==> config.mk <==
export PLATFORM = sky130hd
export DESIGN_NAME = cdtt_cell
export DESIGN_NICKNAME = d
export VERILOG_FILES = /design/src/rtl/countdown_timer_table_top_defines.svh /design/src/rtl/cdtt_pkg.sv /design/src/rtl/cdtt_cell.sv
export SDC_FILE = /design/constraint.sdc
export NUM_CORES = 1
export LEC_CHECK = 0
export ABC_AREA = 1
export BUFFER_PORTS_ARGS = -buffer_cell sky130_fd_sc_hd__buf_4
export CAP_MARGIN = 5
export CELL_PAD_IN_SITES_DETAIL_PLACEMENT = 1
export CELL_PAD_IN_SITES_GLOBAL_PLACEMENT = 1
export CORE_ASPECT_RATIO = 1.4
export CORE_MARGIN = 8
export CORE_UTILIZATION = 35
export DETAILED_ROUTE_END_ITERATION = 10
export GPL_TIMING_DRIVEN = 0
export PLACE_DENSITY_LB_ADDON = 0.1
export SLEW_MARGIN = 20
export SYNTH_ARGS = -nofsm -noshare
export SYNTH_HDL_FRONTEND = slang
export SYNTH_SLANG_ARGS = --single-unit
==> constraint.sdc <==
create_clock -name clk -period 4.7 [get_ports clk]
set_input_delay 0.47 -clock clk [delete_from_list [all_inputs] [get_ports clk]]
set_output_delay 0.47 -clock clk [all_outputs]
set_load 0.02 [all_outputs]
==> src/rtl/countdown_timer_table_top_defines.svh <==
// Assertion helpers shared by the timer table RTL.
`ifndef COUNTDOWN_TIMER_TABLE_TOP_DEFINES_SVH
`define COUNTDOWN_TIMER_TABLE_TOP_DEFINES_SVH

// Same-cycle implication, checked outside reset.
`define CDTT_ASSERT_NOW(label, clk, rst_n, ante, cons) \
  label: assert property (@(posedge clk) disable iff (!rst_n) (ante) |-> (cons)) \
    else $error("cdtt same-cycle check failed");

// Next-cycle implication, checked outside reset.
`define CDTT_ASSERT_NEXT(label, clk, rst_n, ante, cons) \
  label: assert property (@(posedge clk) disable iff (!rst_n) (ante) |=> (cons)) \
    else $error("cdtt next-cycle check failed");

`endif

==> src/rtl/cdtt_pkg.sv <==
`timescale 1ns / 1ps
package cdtt_pkg;

  localparam int DEF_TIMER_SLOTS = 16;
  localparam int SLOT_NUM_W      = 6;

  localparam logic [1:0] CMD_ADD    = 2'd0;
  localparam logic [1:0] CMD_DELETE = 2'd1;
  localparam logic [1:0] CMD_TICK   = 2'd2;

  localparam logic [1:0] KIND_ADD       = 2'd0;
  localparam logic [1:0] KIND_DELETE    = 2'd1;
  localparam logic [1:0] KIND_FIRED     = 2'd2;
  localparam logic [1:0] KIND_TICK_DONE = 2'd3;

  typedef enum logic [1:0] {
    ST_IDLE,
    ST_WALK,
    ST_FINISH
  } ctrl_state_t;

  typedef enum logic [1:0] {
    OP_IDLE,
    OP_ADD,
    OP_SHIFT,
    OP_TICK
  } cell_op_t;

  typedef struct packed {
    logic [14:0]        period;
    logic signed [15:0] counter;
    logic signed [15:0] repeats;
    logic [7:0]         tag;
  } slot_data_t;

  typedef struct packed {
    logic       active;
    slot_data_t data;
  } slot_entry_t;

  // Broadcast from the controller to every cell.
  typedef struct packed {
    cell_op_t               op;
    logic [SLOT_NUM_W-1:0]  index;
    logic [14:0]            elapsed;
    logic [14:0]            period;
    logic signed [15:0]     repeats;
    logic [7:0]             tag;
  } cell_cmd_t;

  // Driven only by the cell that the broadcast index selects, zero elsewhere.
  typedef struct packed {
    logic       fire;
    logic       remove;
    logic [7:0] tag;
  } cell_stat_t;

endpackage

==> src/rtl/cdtt_cell.sv <==
`timescale 1ns / 1ps
module cdtt_cell #(
  parameter int SLOT_ID = 0
) (
  input  logic                 clk,
  input  logic                 rst_n,
  input  cdtt_pkg::cell_cmd_t  cell_cmd,
  input  cdtt_pkg::slot_entry_t up_entry,
  output cdtt_pkg::slot_entry_t own_entry,
  output cdtt_pkg::cell_stat_t cell_stat
);
  import cdtt_pkg::*;

  logic       active_r, active_nxt;
  slot_data_t data_r, data_nxt;

  logic                  is_sel;
  logic                  at_or_above;
  logic signed [16:0]    diff;
  logic signed [15:0]    cnt_sat;
  logic                  fire;

  assign is_sel      = (cell_cmd.index == SLOT_NUM_W'(SLOT_ID));
  assign at_or_above = (SLOT_NUM_W'(SLOT_ID) >= cell_cmd.index);

  assign diff    = $signed({data_r.counter[15], data_r.counter}) -
                   $signed({2'b00, cell_cmd.elapsed});
  assign cnt_sat = (diff < -17'sd32768) ? 16'sh8000 : diff[15:0];
  assign fire    = active_r && (cnt_sat <= 16'sd0);

  always_comb begin
    cell_stat = '0;
    if (is_sel) begin
      cell_stat.fire   = fire;
      cell_stat.remove = fire && (data_r.repeats == 16'sd1);
      cell_stat.tag    = data_r.tag;
    end
  end

  assign own_entry.active = active_r;
  assign own_entry.data   = data_r;

  always_comb begin
    active_nxt = active_r;
    data_nxt   = data_r;
    case (cell_cmd.op)
      OP_ADD: begin
        if (is_sel) begin
          active_nxt       = 1'b1;
          data_nxt.period  = cell_cmd.period;
          data_nxt.counter = $signed({1'b0, cell_cmd.period});
          data_nxt.repeats = cell_cmd.repeats;
          data_nxt.tag     = cell_cmd.tag;
        end
      end
      OP_SHIFT: begin
        // Every cell from the freed slot upward takes its upper neighbor.
        if (at_or_above) begin
          active_nxt = up_entry.active;
          data_nxt   = up_entry.data;
        end
      end
      OP_TICK: begin
        if (is_sel) begin
          data_nxt.counter = cnt_sat;
          if (fire) begin
            if (data_r.repeats > 16'sd1) begin
              data_nxt.repeats = data_r.repeats - 16'sd1;
              data_nxt.counter = $signed({1'b0, data_r.period});
            end else if (data_r.repeats < 16'sd0) begin
              data_nxt.counter = $signed({1'b0, data_r.period});
            end
          end
        end
      end
      default: begin
      end
    endcase
  end

  always_ff @(posedge clk) begin
    if (!rst_n) begin
      active_r <= 1'b0;
    end else begin
      active_r <= active_nxt;
    end
  end

  always_ff @(posedge clk) begin
    data_r <= data_nxt;
  end

endmodule

==> metrics.cfg, run 1 <==
[status]
status = complete, no violations

[logic_synthesis]
synth.most_common_cell = nand2_1
synth-async-reset-ratio_pct = 0
synth_warnings = 0
synth.distinct_cells = 40
synth_edf_count = 55
synth_common_cells = nand2_1 (217), inv_1 (102), edfxtp_1 (55), nand3_1 (46), nor2_1 (35)
synth_area_um2 = 4911
synth-seq-cells = 56
synth_area_leaders = edfxtp_1 (34%), nand2_1 (17%), inv_1 (7.8%)
yosysTopAreaCellShare_pct = 33.63
ys_seq_area_share_pct = 34.04
netlist_instances = 671
synth_nets = 812
synth-main-ff-cell = edfxtp_1
yosysTopAreaCell = edfxtp_1
syn_area_per_cell_um2 = 7.319

[drt]
finalWirelength_um = 18960
route.antenna.remaining_nets = 0
num_vias = 5168
post_drt_wl_per_cell_um = 18.04
routed_via_density = 4.917
remaining_drc_errors = 0
drt_iter0_markers = 131
first_pass_iters = 4

[grt]
overflow = 0
track_usage_pct = 21.29
antenna_found_initial = 0
grt_pass1_wl_um = 29780
grt_pass1_vias = 6041
grt_start_max_net_pins = 25

[setup_path]
r2r_end = own_entry[11]
worstPathCellList = inv_1 -> ha_1 -> inv_1 -> fa_1 -> nand3_1 -> nand3_1 -> nand3_1 -> nand4_1 -> nand2_1 -> inv_1 -> o21ai_0 -> nand2_2 -> nor2_4 -> nand2_4 -> nand2_8 -> nand2_8 -> buf_12 -> nor3_2 -> buf_4
critical_path_class = flop to output pin
startpoint = own_entry[24]
arrival_ns = 3.35
crit_required_ns = 4.23
end_kind = output pin
crit_slowest_cell = fa_1
ff2ff_setup_slack_ns = 1.28
reg2reg_depth = 18
crit_path_end = cell_stat[8]
r2r-start = own_entry[24]
cp-start-kind = flop
slowest_delay_ns = 0.48
critPathMaxFanout = 10

[cts]
cts_setup_buffers = 0
ctsResizeCount = 0
h-tree-depth = 2
cts_buffers = 5
path_clk_slew_ns = 0.08
clk_latency_ns = 0.30
cts_max_path_buffers = 2
cts_tree = done
clockRootBuffer = clkbuf_16
postCtsHoldBufs = 0
cts_sinks = 56

[sta]
setup_ws_ns = 0.8815
timing.hold.ws_ns = 0.4066
maxSlewHeadroom_pct = 36.55
max_freq_mhz = 261.9
rsz0062_at_grt = no
layout_min_cycle_time_ns = 3.818
maxSlewViolCount = 0
finalCritPeriodShare_pct = 81.24
setup_viol = 0
hold_viol = 0
fin_skew_ns = 0.01259
worst_pin_slew_ns = 0.9507
tns_ns = 0

[power]
total_power_mw = 1.879
leakage_nw = 3.469
seqPwrFrac_pct = 35.1
power.share.clock_pct = 23.6
switchingPower_mw = 0.7040
p_comb_share_pct = 41.2
vdd_drop_max_mv = 0.1453
powerDensity_nw_per_um2 = 279.0
switching_share_pct = 37.47
internal_power_mw = 1.175

[die]
die_w_um = 116.1
ioPinCount = 186
dieHeight_um = 156.2
core_region_area_um2 = 13850
die_area_um2 = 18130
initial_utilization_pct = 35.47
rows = 51

[placement]
io_buffers = 185
gp_congestion = 0.8543
dp.cells = 1043
place_ws_ns = 1.052
hpwl_um = 16420

[final_layout]
diodes = 0
areaGrowthSynthToFinish_pct = 37.12
layout.nets = 1006
fin_cells = 1051
layout-drive-gt1-share_pct = 31.41

[run]
max-cap-violations = 0

[min_path]
hold_class = input pin to flop
hold_depth = 3

==> worst min-delay path by stage <==
stage                   from             to  slack (ns)
2_1_floorplan          rst_n       active_r        0.61
3_3_place_gp    own_entry[8]   own_entry[8]        0.71
3_5_place_dp   own_entry[18]  own_entry[18]        0.70
4_1_cts         up_entry[55]       active_r        0.40
5_1_grt          cell_cmd[4]   own_entry[4]        0.44
6_report        up_entry[55]       active_r        0.41
==> through the flow <==
step | utilization, % | cell area [um^2]
global placement | 47.17 | 6531
floorplan | - | 4911
global route | 48.63 | 6734
detailed placement | 47.42 | 6566
CTS | 48.63 | 6734
finish | 48.63 | 6734
==> sequential cells by signal, indices dropped and copies added (netlist names) <==
register / count
own_entry: 55
active_r: 1
==> power groups by stage <==
stage | registers (mW) | clock network, mW | logic [mW]
finish | 0.660 | 0.444 | 0.775
detailed placement | 0.672 | 0 | 0.780
floorplan | 0.720 | 0 | 0.420
global route | 0.667 | 0.462 | 0.856
CTS | 0.661 | 0.445 | 0.784
global placement | 0.671 | 0 | 0.750
==> critical path, delay by kind of cell, from the launching register on <==
kind,cells,cell delay (ns)
simple gates,11,1.28
flops,1,0.39
buf+inv,5,0.56
fa+ha+maj,2,0.61
compound gates,1,0.20
==> cell families after synthesis <==
family                   Yosys count  share of synthesized area [%]
XOR/XNOR                          21                          3.745
buffers and inverters            132                          11.46
adder cells (fa/ha/maj)           21                          5.503
AO/OA/AOI/OAI                     80                          11.36
flip-flops                        56                          34.04
AND/OR/NAND/NOR                  361                          33.89
==> cell usage in the layout (no fill, tap or decap), drive strengths merged <==
cell type / instances
and2: 4
or2: 3
dfxtp: 1
nand4: 5
fa: 1
xnor2: 4
edfxtp: 55
a22oi: 32
nor2: 39
clkinvlp: 1
bufinv: 1
inv: 106
xor2: 17
o21ai: 41
a21boi: 1
nand2: 242
clkinv: 1
nor3: 10
nand3: 57
nor4: 1
a21oi: 6
ha: 20
clkbuf: 18
buf: 200
==> metal layers <==
metal	GRT usage (%)	wire length, um
met3	5.424	1074
met1	19.24	6203
met2	43.44	11200
met5	0	0
met4	6.758	476
==> cell type report <==
class | count | area (um^2)
buffer | 26 | 165.2
clock buffer | 5 | 125.1
clock inverter | 3 | 42.54
fill | 1796 | 7113
inverter | 106 | 397.9
multi-input combinational | 483 | 2685
sequential | 56 | 1672
tap | 185 | 231.5
timing repair buffer | 187 | 1415
Power figures use the tool's default switching activity.
==> run 2, diff against run 1 <==
--- a/config.mk
+++ b/config.mk
@@ -5,14 +5,14 @@
 export SDC_FILE = /design/constraint.sdc
 export NUM_CORES = 1
 export LEC_CHECK = 0
-export ABC_AREA = 1
+export ABC_AREA = 0
 export BUFFER_PORTS_ARGS = -buffer_cell sky130_fd_sc_hd__buf_4
 export CAP_MARGIN = 5
 export CELL_PAD_IN_SITES_DETAIL_PLACEMENT = 1
 export CELL_PAD_IN_SITES_GLOBAL_PLACEMENT = 1
 export CORE_ASPECT_RATIO = 1.4
 export CORE_MARGIN = 8
-export CORE_UTILIZATION = 35
+export CORE_UTILIZATION = 32
 export DETAILED_ROUTE_END_ITERATION = 10
 export GPL_TIMING_DRIVEN = 0
 export PLACE_DENSITY_LB_ADDON = 0.1
==> constraint.sdc (replaced) <==
create_clock -name clk -period 3.47 [get_ports clk]
set_input_delay 0.347 -clock clk [delete_from_list [all_inputs] [get_ports clk]]
set_output_delay 0.347 -clock clk [all_outputs]
set_load 0.02 [all_outputs]
==> run 2 against run 1 <==
The run now ends with setup timing left. Sequential share of layout area increased by 1.3 points. Non-clock buffer count increased by 19. Die area decreased by 4.9%. Wire length decreased by 10%. Flip-flop and latch count unchanged.
==> metrics.cfg, run 2 <==
[status]
status = finished, violations left
violations = setup timing

[power]
vdd_drop_max_mv = 0.1962  ; +35%
power.share.clock_pct = 22.8  ; -0.8 points
switchingPower_mw = 0.8170  ; +16%
seqPwrFrac_pct = 37.9  ; +2.8 points
p_comb_share_pct = 39.3  ; -1.9 points
switching_share_pct = 34.78  ; -2.7 points
leakage_nw = 2.700  ; -22%
internal_power_mw = 1.532  ; +30%
powerDensity_nw_per_um2 = 367.3  ; +32%

[drt]
wl_met3_um = 1112  ; +3.5%
first_pass_iters = 4  ; unchanged
wl_met1_um = 5826  ; -6.1%
post_drt_wl_per_cell_um = 21.35  ; +18%
route.antenna.remaining_nets = 0  ; unchanged
routed_via_density = 5.303  ; +7.8%
maxUsedRoutingLayer = met4
drt_iter0_markers = 190  ; +45%
remaining_drc_errors = 0  ; unchanged
finalWirelength_um = 17060  ; -10%
dr_wl_met2_um = 9664  ; -14%
num_vias = 4237  ; -18%

[die]
die_area_um2 = 17250  ; -4.9%
initial_utilization_pct = 32.29  ; -3.2 points
die_w_um = 113.3  ; -2.4%
rows = 50  ; -2.0%
core_region_area_um2 = 13140  ; -5.1%
dieHeight_um = 152.2  ; -2.5%
ioPinCount = 186  ; unchanged

[run]
max-cap-violations = 0  ; unchanged

[sta]
worst_pin_slew_ns = 0.7522  ; -0.1985 ns
setup_viol = 43  ; +43
setup_ws_ns = -0.4180  ; -1.300 ns
tns_ns = -4.907  ; -4.907 ns
rsz0062_at_grt = yes
timing.hold.ws_ns = 0.2776  ; -0.1290 ns
finalCritPeriodShare_pct = 112.0
hold_viol = 0  ; unchanged
maxSlewHeadroom_pct = 49.73  ; +13 points
max_freq_mhz = 257.2
fin_skew_ns = 0.008980  ; -0.003613 ns
layout_min_cycle_time_ns = 3.888
maxSlewViolCount = 0  ; unchanged

[final_layout]
diodes = 0  ; unchanged
layout_commonest_cell = buf_4
layout.nets = 783  ; -22%
mostFrequentLayoutCells = buf_4 (199), edfxtp_1 (55), nand2_1 (32), a22oi_1 (28), inv_1 (24)
fill_cells = 1515  ; -16%
largest_reg_flops = 55  ; unchanged
fin_util_pct = 48.69  ; +0.055 points
stdcell_area_um2 = 6396  ; -5.0%
areaGrowthSynthToFinish_pct = 50.80
layout-drive-gt1-share_pct = 45.57  ; +14 points

[logic_synthesis]
synth.most_common_cell = edfxtp_1
synth-seq-cells = 56  ; unchanged
netlist_instances = 427  ; -36%
syn_area_per_cell_um2 = 9.933  ; +36%
ys_seq_area_share_pct = 39.41  ; +5.4 points
synth_edf_count = 55  ; unchanged
yosysTopAreaCell = edfxtp_1
synth-main-ff-cell = edfxtp_1
synth_nets = 568  ; -30%
synth_area_leaders = edfxtp_1 (39%), mux2_2 (6.1%), ha_1 (5.9%)
synth_common_cells = edfxtp_1 (55), nand2_1 (32), a22oi_1 (28), inv_1 (26), o21ai_0 (25)
synth.distinct_cells = 57  ; +43%
yosysTopAreaCellShare_pct = 38.94  ; +5.3 points
synth-async-reset-ratio_pct = 0  ; unchanged
synth_area_um2 = 4242  ; -14%
synth_warnings = 0  ; unchanged

[min_path]
hold_class = input pin to flop
min_from = rst_n
hold_depth = 3  ; unchanged
hold-path-endpoint = active_r

[placement]
place_ws_ns = -0.4674  ; -1.520 ns
gp_congestion = 0.8279  ; -3.1%
io_buffers = 185  ; unchanged
hpwl_um = 13800  ; -16%
place_area_um2 = 5886  ; -10%

[cts]
clk_latency_ns = 0.31  ; about the same
postCtsHoldBufs = 0  ; unchanged
cts_max_path_buffers = 2  ; unchanged
h-tree-depth = 2  ; unchanged
cts_buffers = 5  ; unchanged
path_clk_slew_ns = 0.08  ; about the same
cts_sinks = 56  ; unchanged
clockRootBuffer = clkbuf_16
cts_tree = done

[setup_path]
ff2ff_setup_slack_ns = -0.19  ; -1.47 ns
critPathMaxFanout = 5  ; -5
r2r-start = own_entry[24]
r2r_end = own_entry[22]
reg2reg_depth = 14  ; -4
end_kind = output pin
critical_path_class = flop to output pin
cp-start-kind = flop
arrival_ns = 3.54  ; +0.19 ns
crit_required_ns = 3.12  ; -1.11 ns

[grt]
grt_pass1_vias = 4851  ; -20%
overflow = 0  ; unchanged
grt_start_max_net_pins = 26  ; +4.0%
track_usage_pct = 19.38  ; -1.9 points
antenna_found_initial = 0  ; unchanged
grt_pass1_wl_um = 26210  ; -12%

[run 2: changes by cell type in the layout (fill, tap and decap cells not counted), moves of 11 or more]
cell	delta
a21oi_1	+13
buf_4	+11
inv_1	-78
mux2_2	+23
nand2_1	-185
nand2_2	-21
nand3_1	-40
nor2_1	-13
o211ai_1	+15
o21ai_0	-11
[run 2: cells by family after synthesis]
family                   Yosys count  share of synthesized area, %
multiplexers                      23                         6.106
buffers and inverters             50                         5.133
XOR/XNOR                          19                         3.923
AND/OR/NAND/NOR                  118                         14.57
flip-flops                        56                         39.41
adder cells (fa/ha/maj)           21                         6.372
AO/OA/AOI/OAI                    140                         24.48
[run 2: power groups by stage]
stage               registers, mW  clock network (mW)  logic (mW)
floorplan                   0.973                   0       0.403
global placement            0.903                   0       0.815
detailed placement          0.905                   0       0.839
CTS                         0.890               0.540       0.874
global route                0.899               0.561        1.00
finish                      0.889               0.537       0.923
[run 2: how the worst max path moves through the flow]
stage	cells past startpoint	endpoint	slack (ns)	startpoint
finish	13	cell_stat[8]	-0.42	own_entry[24]
global placement	7	own_entry[12]	-0.69	cell_cmd[57]
detailed placement	15	cell_stat[9]	-0.47	cell_cmd[49]
global route	13	cell_stat[8]	-0.55	own_entry[24]
CTS	13	cell_stat[8]	-0.46	own_entry[24]
floorplan	12	cell_stat[8]	0.004	own_entry[24]
[run 2: timing repair]
action,4_1_cts,5_1_grt
resized for setup,23,25
pin swaps,19,15
setup buffers,11,10
cloned,1,2
setup endpoints to repair,49,49
[run 2: worst max-delay path, cell delays in order (launching register included)]
cell	delay, ns
edfxtp_1	0.39
inv_1	0.07
ha_2	0.19
inv_2	0.04
fa_2	0.34
a21o_1	0.21
a221oi_4	0.36
o211ai_2	0.16
and3_1	0.20
a311o_1	0.37
nor4_4	0.39
nor2_4	0.10
nor4b_4	0.24
buf_6	0.16
[run 2: layout make-up]
class / instances / area [um^2] / area share (%)
buffer: 23 / 135.1 / 2.113
clock buffer: 5 / 125.1 / 1.956
clock inverter: 3 / 23.77 / 0.3717
inverter: 26 / 97.59 / 1.526
multi-input combinational: 321 / 2476 / 38.71
sequential: 56 / 1672 / 26.13
tap: 156 / 195.2 / 3.052
timing repair buffer: 209 / 1672 / 26.13
[run 2: per-stage QoR]
step,cells,total power [mW]
2_1_floorplan,427,1.376
3_3_place_gp,768,1.718
3_5_place_dp,769,1.744
4_1_cts,789,2.305
5_1_grt,799,2.461
6_report,799,2.349
[run 2: metal layers]
| metal | vias to the layer above | track usage (%) |
|---|---|---|
| li1 | 2054 | - |
| met1 | 2049 | 18.49 |
| met2 | 111 | 37.60 |
| met3 | 23 | 6.148 |
| met4 | 0 | 6.306 |
| met5 | - | 0 |
