[src/rtl/countdown_timer_table_top_defines.svh]
// Assertion helpers shared by the timer table RTL.
`ifndef COUNTDOWN_TIMER_TABLE_TOP_DEFINES_SVH
`define COUNTDOWN_TIMER_TABLE_TOP_DEFINES_SVH

// Same-cycle implication, checked outside reset.
`define CDTT_ASSERT_NOW(label, clk, rst_n, ante, cons) \
  label: assert property (@(posedge clk) disable iff (!rst_n) (ante) |-> (cons)) \
    else $error("cdtt same-cycle check failed");

// Next-cycle implication, checked outside reset.
`define CDTT_ASSERT_NEXT(label, clk, rst_n, ante, cons) \
  label: assert property (@(posedge clk) disable iff (!rst_n) (ante) |=> (cons)) \
    else $error("cdtt next-cycle check failed");

`endif

[src/rtl/cdtt_pkg.sv]
`timescale 1ns / 1ps
package cdtt_pkg;

  localparam int DEF_TIMER_SLOTS = 16;
  localparam int SLOT_NUM_W      = 6;

  localparam logic [1:0] CMD_ADD    = 2'd0;
  localparam logic [1:0] CMD_DELETE = 2'd1;
  localparam logic [1:0] CMD_TICK   = 2'd2;

  localparam logic [1:0] KIND_ADD       = 2'd0;
  localparam logic [1:0] KIND_DELETE    = 2'd1;
  localparam logic [1:0] KIND_FIRED     = 2'd2;
  localparam logic [1:0] KIND_TICK_DONE = 2'd3;

  typedef enum logic [1:0] {
    ST_IDLE,
    ST_WALK,
    ST_FINISH
  } ctrl_state_t;

  typedef enum logic [1:0] {
    OP_IDLE,
    OP_ADD,
    OP_SHIFT,
    OP_TICK
  } cell_op_t;

  typedef struct packed {
    logic [14:0]        period;
    logic signed [15:0] counter;
    logic signed [15:0] repeats;
    logic [7:0]         tag;
  } slot_data_t;

  typedef struct packed {
    logic       active;
    slot_data_t data;
  } slot_entry_t;

  // Broadcast from the controller to every cell.
  typedef struct packed {
    cell_op_t               op;
    logic [SLOT_NUM_W-1:0]  index;
    logic [14:0]            elapsed;
    logic [14:0]            period;
    logic signed [15:0]     repeats;
    logic [7:0]             tag;
  } cell_cmd_t;

  // Driven only by the cell that the broadcast index selects, zero elsewhere.
  typedef struct packed {
    logic       fire;
    logic       remove;
    logic [7:0] tag;
  } cell_stat_t;

endpackage

[src/rtl/cdtt_ctrl.sv]
`timescale 1ns / 1ps
`include "countdown_timer_table_top_defines.svh"
module cdtt_ctrl #(
  parameter int TIMER_SLOTS = cdtt_pkg::DEF_TIMER_SLOTS
) (
  input  logic                     clk,
  input  logic                     rst_n,
  input  logic                     in_valid,
  output logic                     in_stall,
  input  logic [1:0]               in_cmd,
  input  logic [14:0]              in_period,
  input  logic signed [15:0]       in_repeat_count,
  input  logic [7:0]               in_callback_tag,
  input  logic [7:0]               in_slot_index,
  input  logic [14:0]              in_elapsed,
  output logic                     out_valid,
  input  logic                     out_stall,
  output logic [1:0]               out_reply_kind,
  output logic [5:0]               out_slot_number,
  output logic                     out_table_full,
  output logic [7:0]               out_fired_tag,
  output logic                     out_last,
  input  logic [TIMER_SLOTS-1:0]   slot_active,
  input  cdtt_pkg::cell_stat_t     cell_stat [TIMER_SLOTS],
  output cdtt_pkg::cell_cmd_t      cell_cmd
);
  import cdtt_pkg::*;

  localparam int IDX_W = $clog2(TIMER_SLOTS);
  localparam int PTR_W = $clog2(TIMER_SLOTS + 1);

  ctrl_state_t state_r, state_nxt;
  logic [PTR_W-1:0] ptr_r, ptr_nxt;
  logic [14:0]      elapsed_r;

  logic                  out_valid_r;
  logic [1:0]            out_reply_kind_r, out_reply_kind_nxt;
  logic [5:0]            out_slot_number_r, out_slot_number_nxt;
  logic                  out_table_full_r, out_table_full_nxt;
  logic [7:0]            out_fired_tag_r, out_fired_tag_nxt;
  logic                  out_last_r, out_last_nxt;
  logic                  out_load;

  logic                  out_free;
  logic                  in_accept;
  logic                  ptr_adv;
  logic                  walk_done;
  logic [IDX_W-1:0]      ptr_idx;
  logic [SLOT_NUM_W-1:0] free_idx;
  logic                  table_full;
  cell_stat_t            sel_stat;

  assign out_free   = !out_valid_r || !out_stall;
  assign in_accept  = in_valid && !in_stall;
  assign ptr_idx    = ptr_r[IDX_W-1:0];
  assign table_full = slot_active[TIMER_SLOTS-1];

  // Active entries always form a prefix, so the first free slot is the
  // lowest inactive one.
  always_comb begin
    free_idx = '0;
    for (int i = TIMER_SLOTS - 1; i >= 0; i--) begin
      if (!slot_active[i]) begin
        free_idx = SLOT_NUM_W'(i);
      end
    end
  end

  always_comb begin
    sel_stat = '0;
    for (int i = 0; i < TIMER_SLOTS; i++) begin
      sel_stat.fire   = sel_stat.fire   | cell_stat[i].fire;
      sel_stat.remove = sel_stat.remove | cell_stat[i].remove;
      sel_stat.tag    = sel_stat.tag    | cell_stat[i].tag;
    end
  end

  always_comb begin
    walk_done = 1'b0;
    if (ptr_r == PTR_W'(TIMER_SLOTS)) begin
      walk_done = 1'b1;
    end else if (!slot_active[ptr_idx]) begin
      walk_done = 1'b1;
    end
  end

  // Next state.
  always_comb begin
    state_nxt = state_r;
    case (state_r)
      ST_IDLE: begin
        if (in_accept && (in_cmd == CMD_TICK) && (in_elapsed != 15'd0)) begin
          state_nxt = ST_WALK;
        end
      end
      ST_WALK: begin
        if (walk_done) begin
          state_nxt = ST_FINISH;
        end
      end
      ST_FINISH: begin
        if (out_free) begin
          state_nxt = ST_IDLE;
        end
      end
      default: begin
        state_nxt = ST_IDLE;
      end
    endcase
  end

  // Outputs: input stall, cell broadcast, result beat and walk pointer advance.
  always_comb begin
    in_stall            = !((state_r == ST_IDLE) && out_free);
    cell_cmd.op         = OP_IDLE;
    cell_cmd.index      = '0;
    cell_cmd.elapsed    = elapsed_r;
    cell_cmd.period     = in_period;
    cell_cmd.repeats    = in_repeat_count;
    cell_cmd.tag        = in_callback_tag;
    out_load            = 1'b0;
    out_reply_kind_nxt  = KIND_TICK_DONE;
    out_slot_number_nxt = '0;
    out_table_full_nxt  = 1'b0;
    out_fired_tag_nxt   = '0;
    out_last_nxt        = 1'b1;
    ptr_adv             = 1'b0;
    case (state_r)
      ST_IDLE: begin
        if (in_accept) begin
          case (in_cmd)
            CMD_ADD: begin
              out_load           = 1'b1;
              out_reply_kind_nxt = KIND_ADD;
              if (table_full) begin
                out_table_full_nxt = 1'b1;
              end else begin
                cell_cmd.op         = OP_ADD;
                cell_cmd.index      = free_idx;
                out_slot_number_nxt = free_idx;
              end
            end
            CMD_DELETE: begin
              out_load           = 1'b1;
              out_reply_kind_nxt = KIND_DELETE;
              if (in_slot_index < 8'(TIMER_SLOTS)) begin
                cell_cmd.op    = OP_SHIFT;
                cell_cmd.index = in_slot_index[SLOT_NUM_W-1:0];
              end
            end
            CMD_TICK: begin
              out_load = (in_elapsed == 15'd0);
            end
            default: begin
              out_load = 1'b1;
            end
          endcase
        end
      end
      ST_WALK: begin
        if (!walk_done) begin
          cell_cmd.index = SLOT_NUM_W'(ptr_idx);
          if (!sel_stat.fire) begin
            cell_cmd.op = OP_TICK;
            ptr_adv     = 1'b1;
          end else if (out_free) begin
            out_load            = 1'b1;
            out_reply_kind_nxt  = KIND_FIRED;
            out_slot_number_nxt = SLOT_NUM_W'(ptr_idx);
            out_fired_tag_nxt   = sel_stat.tag;
            out_last_nxt        = 1'b0;
            // A removed entry is replaced by its neighbor, which is
            // processed next from the same slot.
            if (sel_stat.remove) begin
              cell_cmd.op = OP_SHIFT;
            end else begin
              cell_cmd.op = OP_TICK;
              ptr_adv     = 1'b1;
            end
          end
        end
      end
      ST_FINISH: begin
        out_load = out_free;
      end
      default: begin
      end
    endcase
  end

  always_comb begin
    ptr_nxt = ptr_r;
    if (in_accept) begin
      ptr_nxt = '0;
    end else if (ptr_adv) begin
      ptr_nxt = ptr_r + PTR_W'(1);
    end
  end

  always_ff @(posedge clk) begin
    if (!rst_n) begin
      state_r     <= ST_IDLE;
      out_valid_r <= 1'b0;
    end else begin
      state_r <= state_nxt;
      if (out_load) begin
        out_valid_r <= 1'b1;
      end else if (!out_stall) begin
        out_valid_r <= 1'b0;
      end
    end
  end

  always_ff @(posedge clk) begin
    ptr_r <= ptr_nxt;
    if (in_accept) begin
      elapsed_r <= in_elapsed;
    end
    if (out_load) begin
      out_reply_kind_r  <= out_reply_kind_nxt;
      out_slot_number_r <= out_slot_number_nxt;
      out_table_full_r  <= out_table_full_nxt;
      out_fired_tag_r   <= out_fired_tag_nxt;
      out_last_r        <= out_last_nxt;
    end
  end

  assign out_valid       = out_valid_r;
  assign out_reply_kind  = out_reply_kind_r;
  assign out_slot_number = out_slot_number_r;
  assign out_table_full  = out_table_full_r;
  assign out_fired_tag   = out_fired_tag_r;
  assign out_last        = out_last_r;

  `CDTT_ASSERT_NOW(a_busy_stalls_input, clk, rst_n, state_r != ST_IDLE, in_stall)
  `CDTT_ASSERT_NOW(a_active_prefix, clk, rst_n, 1'b1,
                   ((slot_active + 1'b1) & slot_active) == '0)
  `CDTT_ASSERT_NOW(a_fire_waits_for_output, clk, rst_n,
                   (state_r == ST_WALK) && !walk_done && sel_stat.fire && !out_free,
                   cell_cmd.op == OP_IDLE)
  `CDTT_ASSERT_NOW(a_fire_not_last, clk, rst_n,
                   out_valid_r && (out_reply_kind_r == KIND_FIRED), !out_last_r)

endmodule

[config.mk]
export PLATFORM = sky130hd
export DESIGN_NAME = cdtt_ctrl
export DESIGN_NICKNAME = d
export VERILOG_FILES = /design/src/rtl/cdtt_pkg.sv /design/src/rtl/cdtt_ctrl.sv
export VERILOG_INCLUDE_DIRS = /design/src /design/src/rtl
export SDC_FILE = /design/constraint.sdc
export NUM_CORES = 1
export LEC_CHECK = 0
export ABC_AREA = 0
export BUFFER_PORTS_ARGS = -buffer_cell sky130_fd_sc_hd__buf_2
export CAP_MARGIN = 20
export CELL_PAD_IN_SITES_DETAIL_PLACEMENT = 1
export CELL_PAD_IN_SITES_GLOBAL_PLACEMENT = 1
export CORE_AREA = 2 2 126 128
export DETAILED_ROUTE_END_ITERATION = 7
export DIE_AREA = 0 0 128 130
export PLACE_DENSITY = 0.72
export REMOVE_ABC_BUFFERS = 1
export SYNTH_ARGS = -nofsm -noshare
export SYNTH_HDL_FRONTEND = slang
export SYNTH_SLANG_ARGS = --single-unit
[constraint.sdc]
create_clock -name clk -period 2.6 [get_ports clk]
set_clock_uncertainty 0.2 [all_clocks]
set_input_delay 0 -clock clk [delete_from_list [all_inputs] [get_ports clk]]
set_output_delay 0 -clock clk [all_outputs]
set_load 0.01 [all_outputs]
==> results.md, run 1 <==
* Outcome: finished clean
* Total grt overflow at 0
* Synth cell types at 45
* # IOs at 326
* Most frequent CP cell: dlygate4sd3_1
* Ys Warns at 0
* Lkg Pwr at 2.11 nW
* CTS buffer count at 5
* H-tree depth at 2
* Final Critical Period at 2.46 ns
* Slew HR at 0.635
* Hpwl dp at 10.5 mm
* Final Net Count at 789
* Root buf cell: clkbuf_16
* CP Max Fanout at 1
* Worst Path Buf+Inv at 4
* Routing usage on met3 at 0.0279
* GP Congestion at 0.873
* Iter 0 DRT Violations at 137
* Synthesized area per cell at 9.87 µm²
* Clock buffer depth at 2
* Hold WC Path Type: input pin to flip-flop
* CTS tree: yes
* Max VDD drop at 0.214 mV
* FF-to-FF path depth at 8
* Die width at 128 µm
* Post-route clock period utilization at 0.947
* RSZ-0062 raised after global routing: false
* Initial antenna violation count at 1
* Core box area at 0.0154 mm²
* Antenna viol nets, final at 0
* Via count of the first global-routing pass at 3413
* Vias/cell at 4.36
* Post-synthesis sequential area ratio at 0.428
* Post-synthesis async set-or-reset flop share at 0
* Overall routing resource usage at 0.145
* Initial Util at 0.165
* Final setup fails at 0
* Yosys reg bits at 39
* Top FF cell, synth: edfxtp_1
* Area Growth Syn to Fin at 81.3%
* Post-layout instance area at 0.00462 mm²
* Clk slew on worst S/H paths at 0.06 ns
* Origin of the critical flop-to-flop path: ptr_r[0]
* Die Area at 0.0166 mm²
* Post-CTS setup buffer count at 0
* Placed Area at 0.00372 mm²
* Hold EP: out_fired_tag[5]
* Crit end category: flip-flop
* Worst Path Class, Setup: input pin to flip-flop
* Post-synth EDFFs at 31
* Slew Limit Fails at 0
* WP data required at 2.44 ns
* Buffers on Ports at 243
* Worst EP arrival at 2.30 ns
* First-pass GRT wire length at 18.5 mm
* Synth area leader: edfxtp_1
* Wire per inst at 17.8 µm
* Via count at 3201
* RR Endpoint: out_valid
* Worst Hold Depth at 4
* Worst skew pair latency at 0.28 ns
* Most Crowded Layer GR: met2
* Maximum Capacitance Violations at 0
* Worst path top cell family by delay: buffers and inverters
* Largest net degree at the start of global routing at 23
* Least-Margin Pin Slew at 0.545 ns
* Std-Cell Rows at 46
* M2 GR Usage at 0.236
* Grt met1 use at 0.204
* Final Hold Vio Count at 0
* Slowest-stage cell, CP: dlygate4sd3_1
* Final core utilization at 0.299
* DRC at 0
* Synth Cell Area at 0.00255 mm²
* N_diodes at 0
* Post-synth top area share at 0.365
* Min-delay src: cell_stat[15]
* Area contributors post-synth: edfxtp_1 (37%), buf_4 (13%), nor4_1 (11%), dfxtp_1 (6.3%), mux4_2 (3.5%)
* Die Ht at 130 µm
* Reg2Reg Setup Slack at 0.20 ns
* Clk sink count at 39
* Syn Inst Count at 258
* Critical path cell sequence: dlygate4sd3_1 -> buf_2 -> nor4_1 -> dlygate4sd3_1 -> and4_1 -> dlygate4sd3_1 -> nor2_1
* Slowest stage delay, CP at 0.59 ns
* Routed WL at 13.0 mm
* DRT Pass-1 Iters at 6
* Pwr/cell area at 403 mW/mm²
* Fmax at 406 MHz
* Critical Path Start Type: input pin
* Fraction of final layout cells sized beyond drive strength 1 at 0.492
==> placed cells by master (no fill, tap or decap), drive strengths merged, types with 4 or more instances in the layout <==
cell type	count
dlygate4sd3	73
buf	249
nand3	5
mux4	4
dfxtp	8
and4	8
clkbuf	5
o21ai	12
nand4	4
nor2	18
nor4	43
a21oi	8
inv	10
conb	4
edfxtp	31
nand2	19
==> cell type report <==
class / instances / area [µm²]
clock inverter: 2 / 37.5
clock buffer: 5 / 125
multi-input combinational: 165 / 1090
timing repair buffer: 322 / 1990
tap: 192 / 240
fill: 1867 / 10800
inverter: 10 / 37.5
sequential: 39 / 1090
==> how the worst max path moves through the flow <==
stage                              from                to  slack [ns]  cells past startpoint
after floorplan                ptr_r[0]  out_fired_tag[0]       -0.19                      7
after detailed placement       ptr_r[0]  out_fired_tag[3]        0.14                      7
after global placement         ptr_r[0]  out_fired_tag[0]        0.22                      7
final                     cell_stat[70]  out_fired_tag[0]        0.14                      7
after CTS                 in_elapsed[2]  out_fired_tag[4]        0.08                      7
after global routing           ptr_r[0]      cell_cmd[60]        0.02                      8
==> Yosys cell counts (2+ instances only) <==
library cell,number
a21o_1,2
a21oi_1,8
a22o_1,3
a31oi_1,3
and2_1,2
and4_1,8
buf_4,45
dfxtp_1,8
edfxtp_1,31
ha_1,2
inv_1,8
inv_2,2
mux4_2,4
nand2_1,19
nand2b_1,2
nand3_1,5
nand4_1,4
nor2_1,18
nor3_1,3
nor4_1,43
o211ai_1,3
o21ai_0,3
o21ai_1,8
o31ai_1,2
xnor2_1,2
==> metal layers <==
| layer | part of all wire | wire length (µm) | up-vias |
|---|---|---|---|
| met5 | 0.00077 | 10 | - |
| met4 | 0.0087 | 113 | 2 |
| met3 | 0.057 | 739 | 14 |
| met2 | 0.47 | 6190 | 145 |
| met1 | 0.46 | 5990 | 1520 |
| li1 | - | - | 1520 |
==> state kept, by name (all words and copies together), names as in the netlist <==
register and flops:
elapsed_r 15, state_r 2, ptr_r 5, out_table_full 1
out_fired_tag 8, out_slot_number 4, out_valid 1, out_last 1
out_reply_kind 2
==> cell families (layout without fill, tap and decap cells) <==
kind of cell               count (synthesis)  count (layout)  share of synthesized area
AOI/OAI and AO/OA                         39              39                      0.104
xor gates and xnor gates                   3               3                     0.0103
adders and majority gates                  2               2                    0.00982
buffers and inverters                     57             339                      0.151
DFF                                       39              39                      0.428
muxes                                      5               5                     0.0442
other                                      1               4                    0.00147
and+or+nand+nor                          112             112                      0.251
==> where the power goes <==
part	internal [mW]	switching, mW
clock	0.447	0.234
combinational	0.234	0.214
sequential	0.720	0.0138
total	1.40	0.461
==> tightest hold or removal path, stage by stage <==
cell,delay (ns)
buf_2,0.07
nor4_1,0.03
and4_1,0.18
nor2_1,0.08
==> what timing repair did <==
item | 4_1_cts | 5_1_grt
endpoints found under the setup margin | 0 | 16
gates resized for setup | 0 | 1
endpoints found under the hold margin | 64 | 0
hold buffers | 73 | 0
==> stage by stage <==
step | hold WS [ns] | std cells | worst slack, ns | total power, mW | TNS (ns)
after CTS | 0.00401 | 735 | 0.0786 | 1.88 | 0
final | 0.00766 | 735 | 0.137 | 1.86 | 0
after detailed placement | -0.200 | 655 | 0.136 | 1.09 | 0
after global placement | -0.200 | 655 | 0.218 | 1.07 | 0
after global routing | 0.0216 | 735 | 0.0171 | 1.95 | 0
after floorplan | -0.200 | 214 | -0.191 | 0.838 | -3.05
No activity file was read; power rests on OpenSTA's default activity.
==> run 2, diff against run 1 <==
Settings changed: SETUP_SLACK_MARGIN set to 0.2.
==> run 2 against run 1 <==
Clock-buffer cell count did not move. Global-route usage barely moved. Flip-flop and latch count did not move. Register-to-register slack improved by 0.13 ns. Sequential power barely moved. Worst setup slack improved by 0.16 ns. Critical path depth did not move. Sequential share of layout area fell by 0.23 points. Clock power barely moved. Total power rose by 0.86%. Largest power group unchanged. Highest routed layer unchanged.
==> results.md, run 2 (same netlist as run 1, synthesis figures left out) <==
* Die Area at 0.0166 mm²
* RSZ-0062 raised after global routing: true
* Post-route clock period utilization at 0.887
* Initial Util at 0.165
* DRC at 0
* Antenna viol nets, final at 0
* Fmax at 434 MHz
* Die width at 128 µm
* Sw Share at 0.249
* Max VDD drop at 0.217 mV
* DRT Pass-1 Iters at 4
* Worst EP arrival at 2.15 ns
* Clk network pwr share at 0.364
* Post-route setup TNS at 0 ns
* Reg2Reg Setup Slack at 0.33 ns
* CTS buffer count at 5
* Core box area at 0.0154 mm²
* Total grt overflow at 0
* Outcome: finished clean
* Flop pwr share at 0.391
* First-pass GRT wire length at 18.5 mm
* Slowest-stage cell, CP: dlygate4sd3_1
* Slowest stage delay, CP at 0.58 ns
* N_diodes at 0
* Pwr/cell area at 402 mW/mm²
* Internal power at 1.41 mW
* Slew Limit Fails at 0
* H-tree depth at 2
* Final Net Count at 790
* Final Critical Period at 2.31 ns
* Logic pwr share at 0.246
* Final setup fails at 0
* Area Growth Syn to Fin at 83.5%
* Wire per inst at 17.8 µm
* Clk slew on worst S/H paths at 0.06 ns
* Max reg flops at 15
* Std-Cell Rows at 46
* Buffers on Ports at 243
* Fraction of final layout cells sized beyond drive strength 1 at 0.507
* Worst hold slack at 0.00693 ns
* Final core utilization at 0.303
* Most flop-heavy register: elapsed_r
* WP data required at 2.44 ns
* # IOs at 326
* Lkg Pwr at 2.12 nW
* Worst skew pair latency at 0.28 ns
* Worst Path Class, Setup: input pin to flip-flop
* P_sw at 467 µW
* Iter 0 DRT Violations at 117
* Critical path cell sequence: dlygate4sd3_1 -> buf_2 -> nor4_2 -> dlygate4sd3_1 -> and4_1 -> dlygate4sd3_1 -> nor2_1
* Crit end category: flip-flop
* Maximum Capacitance Violations at 0
* Critical Path Start Type: input pin
* GP Congestion at 0.873
* Hpwl dp at 10.5 mm
* Via count of the first global-routing pass at 3423
* Most frequent CP cell: dlygate4sd3_1
* Via count at 3218
* Hold WC Path Type: input pin to flip-flop
* Initial antenna violation count at 1
* Most common cell after layout, fill and taps aside: buf_2
* Placed Instances at 655
* Root buf cell: clkbuf_16
* Die Ht at 130 µm
* Vias/cell at 4.37
* CTS tree: yes
* CP Max Fanout at 1
* Final Hold Vio Count at 0
* Overall routing resource usage at 0.145
* Most frequent cells in the layout: buf_2 (243), dlygate4sd3_1 (73), nor4_1 (40), edfxtp_1 (31), nor2_1 (18)
* Place WS at 0.136 ns
* Clock buffer depth at 2
* Routed WL at 13.1 mm
* Clk sink count at 39
* Largest net degree at the start of global routing at 23
* Worst setup margin at 0.293 ns
* Final cell count without fillers at 736
==> run 2: cell types whose count changed in the layout (fill, tap and decap cells not counted) <==
cell	before	now
nor4_1	43	40
nor4_2	0	3
dfxtp_1	8	6
dfxtp_2	0	2
nand2_1	19	17
nand2_2	0	2
buf_12	0	1
buf_4	6	5
buf_6	0	1
nor4b_1	1	0
nor4b_2	0	1
==> run 2: path summary, 6_finish.rpt <==
path                                    endpoint  cells after the start           from
worst max-delay path            out_fired_tag[7]                      7   cell_stat[7]
worst min-delay path            out_fired_tag[5]                      4  cell_stat[15]
worst max register to register         out_valid                      8       ptr_r[0]
worst min register to register          ptr_r[4]                      1       ptr_r[4]
==> run 2: timing repair <==
action | in CTS | in global routing
pin swaps | 0 | 1
gates cloned | 0 | 0
hold buffers | 73 | 1
setup buffers | 0 | 1
endpoints found under the setup margin | 17 | 33
gates resized for setup | 2 | 8
hold endpoints to repair | 64 | 1
==> run 2: final cells by class <==
| cell class | count | area, µm² |
|---|---|---|
| sequential | 39 | 1090 |
| multi-input combinational | 165 | 1120 |
| clock inverter | 2 | 37.5 |
| timing repair buffer | 323 | 2020 |
| clock buffer | 5 | 125 |
| tap | 192 | 240 |
| fill | 1867 | 10800 |
| inverter | 10 | 37.5 |
==> run 2: metrics by stage <==
stage | total power, mW | area (µm²)
after floorplan | 0.838 | 2210
after global placement | 1.07 | 3720
after detailed placement | 1.09 | 3720
after CTS | 1.89 | 4620
after global routing | 1.96 | 4670
final | 1.88 | 4670
==> run 2: worst max-delay path, delay by kind of cell <==
kind / cells / cell delay, ns
buf+inv: 4 / 1.80
simple gates: 3 / 0.35
==> run 2: power groups by stage <==
stage,clock (mW),sequential (mW),combinational [mW]
finish,0.683,0.734,0.461
detailed placement,0,0.748,0.338
CTS,0.706,0.735,0.446
global route,0.726,0.738,0.499
floorplan,0,0.765,0.0731
global placement,0,0.748,0.327
==> run 2: metal layers <==
metal,GRT usage,wire length (µm),vias up
met3,0.0279,768,12
met2,0.237,6250,139
li1,-,-,1523
met1,0.203,5960,1542
met4,0.0265,104,2
met5,0,13,-
==> run 3, diff against run 2 <==
Settings changed: CTS_BUF_LIST set to sky130_fd_sc_hd__clkbuf_4 sky130_fd_sc_hd__clkbuf_8.
==> run 3 against run 2 <==
The run now ends with hold timing left. First-iteration DRC count grew 21%. Clock-buffer cell count unchanged. Flip-flop and latch count did not move. Critical path depth did not move. Combinational power grew 2%. Sequential power about the same. Hold slack got worse by 0.0094 ns. Via count is 0.90% higher. Largest power group unchanged.
==> results.md, run 3 (same netlist as run 1, synthesis figures left out) <==
* Worst Path Class, Setup: input pin to flip-flop
* Final Critical Period at 2.31 ns
* Slew Limit Fails at 0
* Hold WC Path Type: input pin to flip-flop
* Most frequent cells in the layout: buf_2 (243), dlygate4sd3_1 (77), nor4_1 (39), edfxtp_1 (31), nor2_1 (18)
* Overall routing resource usage at 0.147
* Min-delay src: cell_stat[15]
* Hpwl dp at 10.5 mm
* Critical path cell sequence: dlygate4sd3_1 -> buf_2 -> nor4_2 -> dlygate4sd3_1 -> and4_1 -> dlygate4sd3_1 -> nor2_1
* Worst hold slack at -0.00251 ns
* Worst Hold Depth at 4
* Max reg flops at 15
* Worst EP arrival at 2.17 ns
* Slowest-stage cell, CP: dlygate4sd3_1
* DRT Pass-1 Iters at 4
* Crit end category: flip-flop
* Iter 0 DRT Violations at 142
* RSZ-0062 raised after global routing: true
* Pwr/cell area at 362 mW/mm²
* Worst skew pair latency at 0.29 ns
* WP data required at 2.45 ns
* Total grt overflow at 0
* Hold EP: out_fired_tag[5]
* Initial antenna violation count at 0
* Buffers on Ports at 243
* Final setup fails at 0
* P_sw at 448 µW
* Final Net Count at 794
* Failing checks: hold timing
* First-pass GRT wire length at 18.7 mm
* Critical Path Start Type: input pin
* Routed WL at 13.2 mm
* Fmax at 432 MHz
* Clk sink count at 39
* Via count of the first global-routing pass at 3441
* Wire per inst at 17.9 µm
* FF-to-FF path depth at 8
* CTS tree: yes
* Post-route clock period utilization at 0.890
* Initial Util at 0.165
* Maximum Capacitance Violations at 0
* Final Hold Vio Count at 1
* Origin of the critical flop-to-flop path: ptr_r[0]
* Die Area at 0.0166 mm²
* RR Endpoint: out_valid
* Most flop-heavy register: elapsed_r
* Via count at 3247
* Die Ht at 130 µm
* Sw Share at 0.265
* Internal power at 1.24 mW
* Die width at 128 µm
* Fraction of final layout cells sized beyond drive strength 1 at 0.509
* Max VDD drop at 0.165 mV
* Vias/cell at 4.39
* Core box area at 0.0154 mm²
* CTS buffer count at 5
* Slowest stage delay, CP at 0.59 ns
* CP Max Fanout at 1
* Root buf cell: clkbuf_8
* N_diodes at 0
* Logic pwr share at 0.276
* Clk slew on worst S/H paths at 0.08 ns
* Clock buffer depth at 2
* Lkg Pwr at 2.11 nW
* Clk network pwr share at 0.292
* GP Congestion at 0.873
* Final cell count without fillers at 740
* Outcome: complete, but fails checks
* Reg2Reg Setup Slack at 0.31 ns
* Largest net degree at the start of global routing at 23
* Most frequent CP cell: dlygate4sd3_1
* Std-Cell Rows at 46
* # IOs at 326
* Placed Instances at 655
* Antenna viol nets, final at 0
* Area Growth Syn to Fin at 83.4%
* Most common cell after layout, fill and taps aside: buf_2
* DRC at 0
* H-tree depth at 2
* Flop pwr share at 0.432
* Design Power at 1.69 mW
## run 3: cell types whose count changed in the layout (fill, tap and decap cells not counted), moves of 2 or more
cell | previous run | this run
clkbuf_16 | 5 | 0
clkbuf_8 | 0 | 5
dlygate4sd3_1 | 73 | 77
dfxtp_2 | 2 | 0
dfxtp_4 | 0 | 2
## run 3: worst max-delay path, delay by kind of cell
family / cells / cell delay, ns
AND/OR/NAND/NOR: 3 / 0.36
buffers and inverters: 4 / 1.81
## run 3: metrics by stage
stage	util	area, µm²	TNS [ns]	setup WS [ns]
CTS	0.299	4600	0	0.224
global route	0.303	4670	0	0.196
global placement	0.241	3720	0	0.218
finish	0.303	4670	0	0.287
floorplan	-	2210	-3.05	-0.191
detailed placement	0.241	3720	0	0.136
## run 3: cell type report
cell class | count | area (µm²)
multi-input cells | 165 | 1140
repair buffers | 327 | 2050
fillers | 1877 | 10800
flip-flops and latches | 39 | 1100
clock buffers | 5 | 68.8
inverters | 10 | 37.5
well taps | 192 | 240
clock inverters | 2 | 37.5
## run 3: worst max path at each step
stage / startpoint / end
final: cell_stat[3] / out_fired_tag[3]
after global routing: in_cmd[0] / cell_cmd[57]
after CTS: in_cmd[0] / cell_cmd[57]
after detailed placement: ptr_r[0] / out_fired_tag[3]
after global placement: ptr_r[0] / out_fired_tag[0]
after floorplan: ptr_r[0] / out_fired_tag[0]
## run 3: power groups by stage
stage / combinational, mW / clock (mW) / sequential, mW
after CTS: 0.449 / 0.520 / 0.734
after floorplan: 0.0731 / 0 / 0.765
final: 0.468 / 0.493 / 0.731
after global routing: 0.505 / 0.540 / 0.736
after detailed placement: 0.338 / 0 / 0.748
after global placement: 0.327 / 0 / 0.748
## run 3: what timing repair did
item                                    4_1_cts  5_1_grt
setup buffers                                 0        1
hold buffers                                 77        1
pin swaps                                     0        1
gates resized for setup                       3       11
endpoints found under the setup margin       17       25
hold endpoints to repair                     65        2
## run 3: routing by layer
layer | share of wire | global-route usage | vias to the layer above
met1 | 0.45 | 0.205 | 1554
met5 | 0 | 0 | -
met2 | 0.48 | 0.242 | 148
li1 | - | - | 1532
met4 | 0.0095 | 0.0259 | 0
met3 | 0.059 | 0.0254 | 13
